===== config.mk =====
export PLATFORM = sky130hd
export DESIGN_NAME = three_term_recurrence_checksum
export DESIGN_NICKNAME = d
export VERILOG_FILES = /design/src/design/ttrc_pkg.sv /design/src/design/ttrc_input_stage.sv /design/src/design/ttrc_term_unit.sv /design/src/design/three_term_recurrence_checksum.sv
export SDC_FILE = /design/constraint.sdc
export NUM_CORES = 1
export LEC_CHECK = 0
export BUFFER_PORTS_ARGS = -buffer_cell sky130_fd_sc_hd__buf_2
export CORE_MARGIN = 5
export CORE_UTILIZATION = 35
export DETAILED_ROUTE_END_ITERATION = 7
export SLEW_MARGIN = 20
export SYNTH_ARGS = -nofsm -noshare
export SYNTH_HDL_FRONTEND = slang
export SYNTH_SLANG_ARGS = --single-unit

===== constraint.sdc =====
create_clock -name clk -period 44.6 [get_ports clk]
set_clock_uncertainty 0.1 [all_clocks]
set_input_delay 2.23 -clock clk [delete_from_list [all_inputs] [get_ports clk]]
set_output_delay 2.23 -clock clk [all_outputs]
set_load 0.02 [all_outputs]

===== src/design/ttrc_pkg.sv =====
package ttrc_pkg;

  // Modulus of the recurrence terms.
  localparam logic [15:0] TERM_MOD = 16'hFFFF;

  // Offset added to the first byte of a message to seed the newer term.
  localparam logic [7:0] INIT_OFFSET = 8'd7;

  // Position multipliers for the two coefficients.
  localparam logic [7:0] ALPHA_MUL = 8'd17;
  localparam logic [7:0] BETA_MUL  = 8'd31;

  // One registered request as it waits in the input stage.
  typedef struct packed {
    logic [7:0] byte_value;
    logic       first_byte;
    logic       last_byte;
  } ttrc_item_t;

endpackage


===== src/design/ttrc_input_stage.sv =====
module ttrc_input_stage (
  input  logic                  clk,
  input  logic                  rst,
  input  logic                  item_valid,
  input  ttrc_pkg::ttrc_item_t  item_in,
  input  logic                  advance,
  output logic                  item_stall,
  output logic                  stage_valid,
  output ttrc_pkg::ttrc_item_t  stage_item
);

  // The stage can only refuse a request while it holds one that cannot move on.
  assign item_stall = stage_valid && !advance;

  always_ff @(posedge clk) begin
    if (rst) begin
      stage_valid <= 1'b0;
    end else if (!item_stall) begin
      stage_valid <= item_valid;
    end
  end

  always_ff @(posedge clk) begin
    if (item_valid && !item_stall) begin
      stage_item <= item_in;
    end
  end

endmodule


===== src/design/ttrc_term_unit.sv =====
module ttrc_term_unit (
  input  logic [7:0]  byte_value,
  input  logic [7:0]  position,
  input  logic [15:0] older_term,
  input  logic [15:0] newer_term,
  output logic [15:0] next_term
);

  logic [15:0] alpha_prod;
  logic [15:0] beta_prod;
  logic [7:0]  alpha;
  logic [7:0]  beta;
  logic [8:0]  factor;
  logic [24:0] x_prod;
  logic [24:0] y_prod;
  logic        x_ge_y;
  logic [24:0] diff;
  logic [16:0] fold;
  logic [16:0] fold_red;
  logic [15:0] m;

  // Coefficients keep only the low byte of the position product.
  assign alpha_prod = {8'd0, position} * {8'd0, ttrc_pkg::ALPHA_MUL};
  assign beta_prod  = {8'd0, position} * {8'd0, ttrc_pkg::BETA_MUL};
  assign alpha      = alpha_prod[7:0];
  assign beta       = beta_prod[7:0];

  assign factor = {1'b0, byte_value} + {1'b0, alpha};
  assign x_prod = {16'd0, factor} * {9'd0, newer_term};
  assign y_prod = {17'd0, beta} * {9'd0, older_term};

  assign x_ge_y = x_prod >= y_prod;
  assign diff   = x_ge_y ? (x_prod - y_prod) : (y_prod - x_prod);

  // Since 2^16 = 1 mod 65535, the high bits fold onto the low half; the sum
  // stays below twice the modulus, so one subtraction finishes the reduction.
  assign fold     = {8'd0, diff[24:16]} + {1'b0, diff[15:0]};
  assign fold_red = (fold >= {1'b0, ttrc_pkg::TERM_MOD}) ?
                    (fold - {1'b0, ttrc_pkg::TERM_MOD}) : fold;
  assign m        = fold_red[15:0];

  // A negative difference follows the 64-bit wrap: (1 - m) mod 65535.
  always_comb begin
    if (x_ge_y) begin
      next_term = m;
    end else if (m == 16'd0) begin
      next_term = 16'd1;
    end else if (m == 16'd1) begin
      next_term = 16'd0;
    end else begin
      next_term = ~m + 16'd1;
    end
  end

endmodule


===== src/design/three_term_recurrence_checksum.sv =====
// Channel   Handshake                   Payload
// input     item_valid / item_stall     byte_value, first_byte, last_byte
// output    result_valid / result_stall checksum
//
// A request is registered in the input stage, where the next recurrence term
// is formed in one pass and written back to the term registers as the stage
// advances, so one byte is taken in every cycle unless the input stalls.
// A checksum is loaded into the result register when its last byte's request
// leaves the input stage, and it waits there until it is taken.
// Reset is synchronous and clears the terms, the position and both valid flags.
// The input stalls only when the stage holds a last byte while the result
// register is still full and stalled; other bytes keep flowing.
module three_term_recurrence_checksum (
  input  logic        clk,
  input  logic        rst,
  input  logic        item_valid,
  output logic        item_stall,
  input  logic [7:0]  byte_value,
  input  logic        first_byte,
  input  logic        last_byte,
  output logic        result_valid,
  input  logic        result_stall,
  output logic [15:0] checksum
);

  ttrc_pkg::ttrc_item_t item_in;
  ttrc_pkg::ttrc_item_t stage_item;
  logic                 stage_valid;
  logic                 advance;
  logic                 stage_fire;
  logic                 result_free;

  logic [15:0] older_term;
  logic [15:0] newer_term;
  logic [7:0]  position;
  logic [15:0] older_term_next;
  logic [15:0] newer_term_next;
  logic [7:0]  position_next;
  logic [15:0] step_term;

  assign item_in.byte_value = byte_value;
  assign item_in.first_byte = first_byte;
  assign item_in.last_byte  = last_byte;

  // The result register has room when empty or when its request is taken now.
  assign result_free = !result_valid || !result_stall;

  // Only a last byte needs the result register; others always move on.
  assign advance    = !stage_item.last_byte || result_free;
  assign stage_fire = stage_valid && advance;

  ttrc_input_stage u_input_stage (
    .clk        (clk),
    .rst        (rst),
    .item_valid (item_valid),
    .item_in    (item_in),
    .advance    (advance),
    .item_stall (item_stall),
    .stage_valid(stage_valid),
    .stage_item (stage_item)
  );

  ttrc_term_unit u_term_unit (
    .byte_value(stage_item.byte_value),
    .position  (position),
    .older_term(older_term),
    .newer_term(newer_term),
    .next_term (step_term)
  );

  // A first byte restarts the recurrence; any other byte shifts the terms.
  always_comb begin
    if (stage_item.first_byte) begin
      older_term_next = 16'd1;
      newer_term_next = {8'd0, stage_item.byte_value} + {8'd0, ttrc_pkg::INIT_OFFSET};
      position_next   = 8'd1;
    end else begin
      older_term_next = newer_term;
      newer_term_next = step_term;
      position_next   = position + 8'd1;
    end
  end

  always_ff @(posedge clk) begin
    if (rst) begin
      older_term <= 16'd0;
      newer_term <= 16'd0;
      position   <= 8'd0;
    end else if (stage_fire) begin
      older_term <= older_term_next;
      newer_term <= newer_term_next;
      position   <= position_next;
    end
  end

  always_ff @(posedge clk) begin
    if (rst) begin
      result_valid <= 1'b0;
    end else if (stage_fire && stage_item.last_byte) begin
      result_valid <= 1'b1;
    end else if (!result_stall) begin
      result_valid <= 1'b0;
    end
  end

  always_ff @(posedge clk) begin
    if (stage_fire && stage_item.last_byte) begin
      checksum <= newer_term_next;
    end
  end

`ifndef NO_ASSERTIONS
  // Every term is reduced, so the all-ones pattern can never be held.
  a_term_reduced: assert property (@(posedge clk) disable iff (rst)
    newer_term != 16'hFFFF)
    else $error("newer term left unreduced");

  // The input only stalls behind a registered byte.
  a_stall_needs_stage: assert property (@(posedge clk) disable iff (rst)
    item_stall |-> stage_valid)
    else $error("input stalled with an empty stage");

  // A processed last byte presents the term it produced.
  a_last_gives_result: assert property (@(posedge clk) disable iff (rst)
    stage_fire && stage_item.last_byte |=> result_valid && checksum == newer_term)
    else $error("last byte did not produce its checksum");

  // A continuing byte advances the position by one, wrapping at 256.
  a_position_step: assert property (@(posedge clk) disable iff (rst)
    stage_fire && !stage_item.first_byte |=> position == $past(position) + 8'd1)
    else $error("position did not advance");
`endif

endmodule

==> metrics.yaml <==
drt:
  num_vias: 14100
  drtPass1Iterations: 5
  vias_per_cell: 5.39
  drt_iter0_drc: 921
  routedWlPerCell_um: 18.5
  finalWirelength_um: 48200
  antenna_left: 0
  drc: 0
worst_setup_path:
  worstSetupPathType: "register to register"
  r2r_slack_ns: 26.90
  critPathSlowestCell: "dfxtp_1"
  path_common_cell: "fa_1"
  critPathMaxStageDelay_ns: 0.94
  cp-start-kind: "register"
  worst-endpoint-arrival_ns: 17.71
  worstRegToRegCells: 66
  end_kind: "register"
  cp_data_required_time_ns: 44.60
  worstPathMaxFanout: 30
timing:
  setup-violations-final: 0
  finalCriticalPeriod_ns: 17.70
  finalCritPeriodShare: 0.397
  drv_slew: 0
  finalHoldViolations: 0
  slew_headroom: 0.374
  worst_hold_slack_ns: 0.447
  setup_tns_ns: 0
  tightest_slew_ns: 0.938
  max_freq_mhz: 56.5
  grt_setup_unrepaired: "false"
  timing.final.ws_setup_ns: 26.90
cts:
  ctsHoldBuffers: 0
  cts.repair.resized: 0
  clock_path_buffers: 2
  h-tree-depth: 3
  cts_tree: "done"
  clk_transition_reported_paths_ns: 0.07
  cts_setup_buffers: 0
  root_buffer: "clkbuf_16"
  cts_sinks: 68
  insertion_delay_ns: 0.35
  cts_inserted_buffers: 9
synthesis:
  synth_top_area_cell: "fa_1"
  syn-num-nets: 2404
  ys_top_cells_by_area: "fa_1 24%, ha_1 13%, inv_1 6.6%"
  yosysUniqueCellTypes: 92
  synth_flop_cell: "dfxtp_1"
  synth_area_um2: 16600
  synth_enable_flop_cells: 26
  ys_seq_area_frac: 0.0977
  ys_seq_elements: 68
  avgSynthCellArea_um2: 8.21
  yosysWarnings: 0
  yosys.area.top_type_share: 0.238
  synth_cells: 2022
  async_flop_share: 0
global_routing:
  grt.overflow.total: 0
  grt_pass1_wl_um: 78000
  grt_max_degree: 47
  grt_use_total: 0.183
  antenna_found_initial: 0
  grt_pass1_vias: 14300
floorplan:
  core_region_area_um2: 46800
  num_rows: 79
  die_h_um: 228
  dieWidth_um: 228
  start_util: 0.355
  top_level_ports: 32
  die-area_um2: 51900
layout:
  fillers: 4796
  instances_no_fill: 2608
  nets: 2378
  final_layout_size_suffix_gt1_frac: 0.0605
  regArea_um2: 1620
  multi_input_area_um2: 13500
  n_antenna_cell: 0
  syn2layout_area_growth_pct: 5.79
run_status:
  outcome: "complete, no violations"
min_path:
  hold_depth: 2
  min_path_type: "register to register"
run:
  drv_cap: 0
placed_design:
  globalplace.congestion: 0.950
  dp_slack_ns: 27.21
  dp_cells: 2592
  portBuffers: 31
  place_hpwl_um: 39400
cell type report:
type | count | area share
clock buffers | 9 | 0.0128
clock inverters | 7 | 0.00463
multi-input cells | 1580 | 0.770
well taps | 607 | 0.0432
inverters | 294 | 0.0628
flip-flops and latches | 68 | 0.0923
repair buffers | 43 | 0.0140
state kept, by name, summed over array words and instances (netlist names):
register and flops:
u_input_stage.stage_valid 1, older_term 16, position 8, result_valid 1
u_input_stage.stage_item 10, newer_term 16, checksum 16
per-layer routing:
metal  wire length (um)  vias up  track usage
met4               1120        0       0.0425
met3               2430       65       0.0236
met5                  0        -            0
li1                   -     6617            -
met2              22500      390        0.307
met1              22200     6980        0.253
cells in the mapped netlist, types with 25 or more instances:
cell / count
nand3_1: 34
dfxtp_1: 42
nor3_1: 25
o21ai_0: 54
clkbuf_1: 58
nor2_1: 99
a21o_1: 37
xnor2_1: 86
fa_1: 197
a21oi_1: 127
ha_1: 171
and2_1: 150
nor2b_1: 25
o21bai_1: 27
xor2_1: 38
nand2_1: 232
inv_1: 293
edfxtp_1: 26
path summary, 6_finish.rpt:
| path | startpoint | to |
|---|---|---|
| setup / recovery | position[0]$_SDFFE_PP0P_ | checksum[6]$_DFFE_PP_ |
| hold / removal | u_input_stage.stage_valid$_SDFFE_PP0N_ | u_input_stage.stage_valid$_SDFFE_PP0N_ |
| setup reg to reg | position[0]$_SDFFE_PP0P_ | checksum[6]$_DFFE_PP_ |
| hold reg to reg | u_input_stage.stage_valid$_SDFFE_PP0N_ | u_input_stage.stage_valid$_SDFFE_PP0N_ |
worst max-delay path, delay by kind of cell (launching register included):
kind,cells,cell delay [ns]
simple gates,13,2.75
flops,1,0.94
compound gates,29,6.80
fa+ha+maj,12,5.23
buf+inv,7,0.56
xor+xnor,5,1.02
through the flow:
step,instance area [um^2],utilization
floorplan,16600,-
detailed placement,17300,0.369
global route,17600,0.376
CTS,17600,0.376
global placement,17200,0.369
finish,17600,0.376
cell usage in the layout, fill, tap and decap left out, drive strengths merged, types with 42 or more instances in the layout:
cell   netlist  routed
xnor2       86      86
fa         197     197
dfxtp       42      42
and2       150     150
buf         22      43
nand2      232     232
inv        293     298
nor2       100     100
a21oi      133     133
o21ai       66      66
ha         171     171
kinds of logic after synthesis:
kind of cell,count (synthesis),synth area share
compound gates,402,0.165
xor+xnor,124,0.0654
fa+ha+maj,368,0.366
buf+inv,374,0.0880
flops,68,0.0977
mux,18,0.0133
simple gates,668,0.204
Power is not shown: default switching activity piles up to over one toggle a cycle in this logic, so the estimate is an artifact.
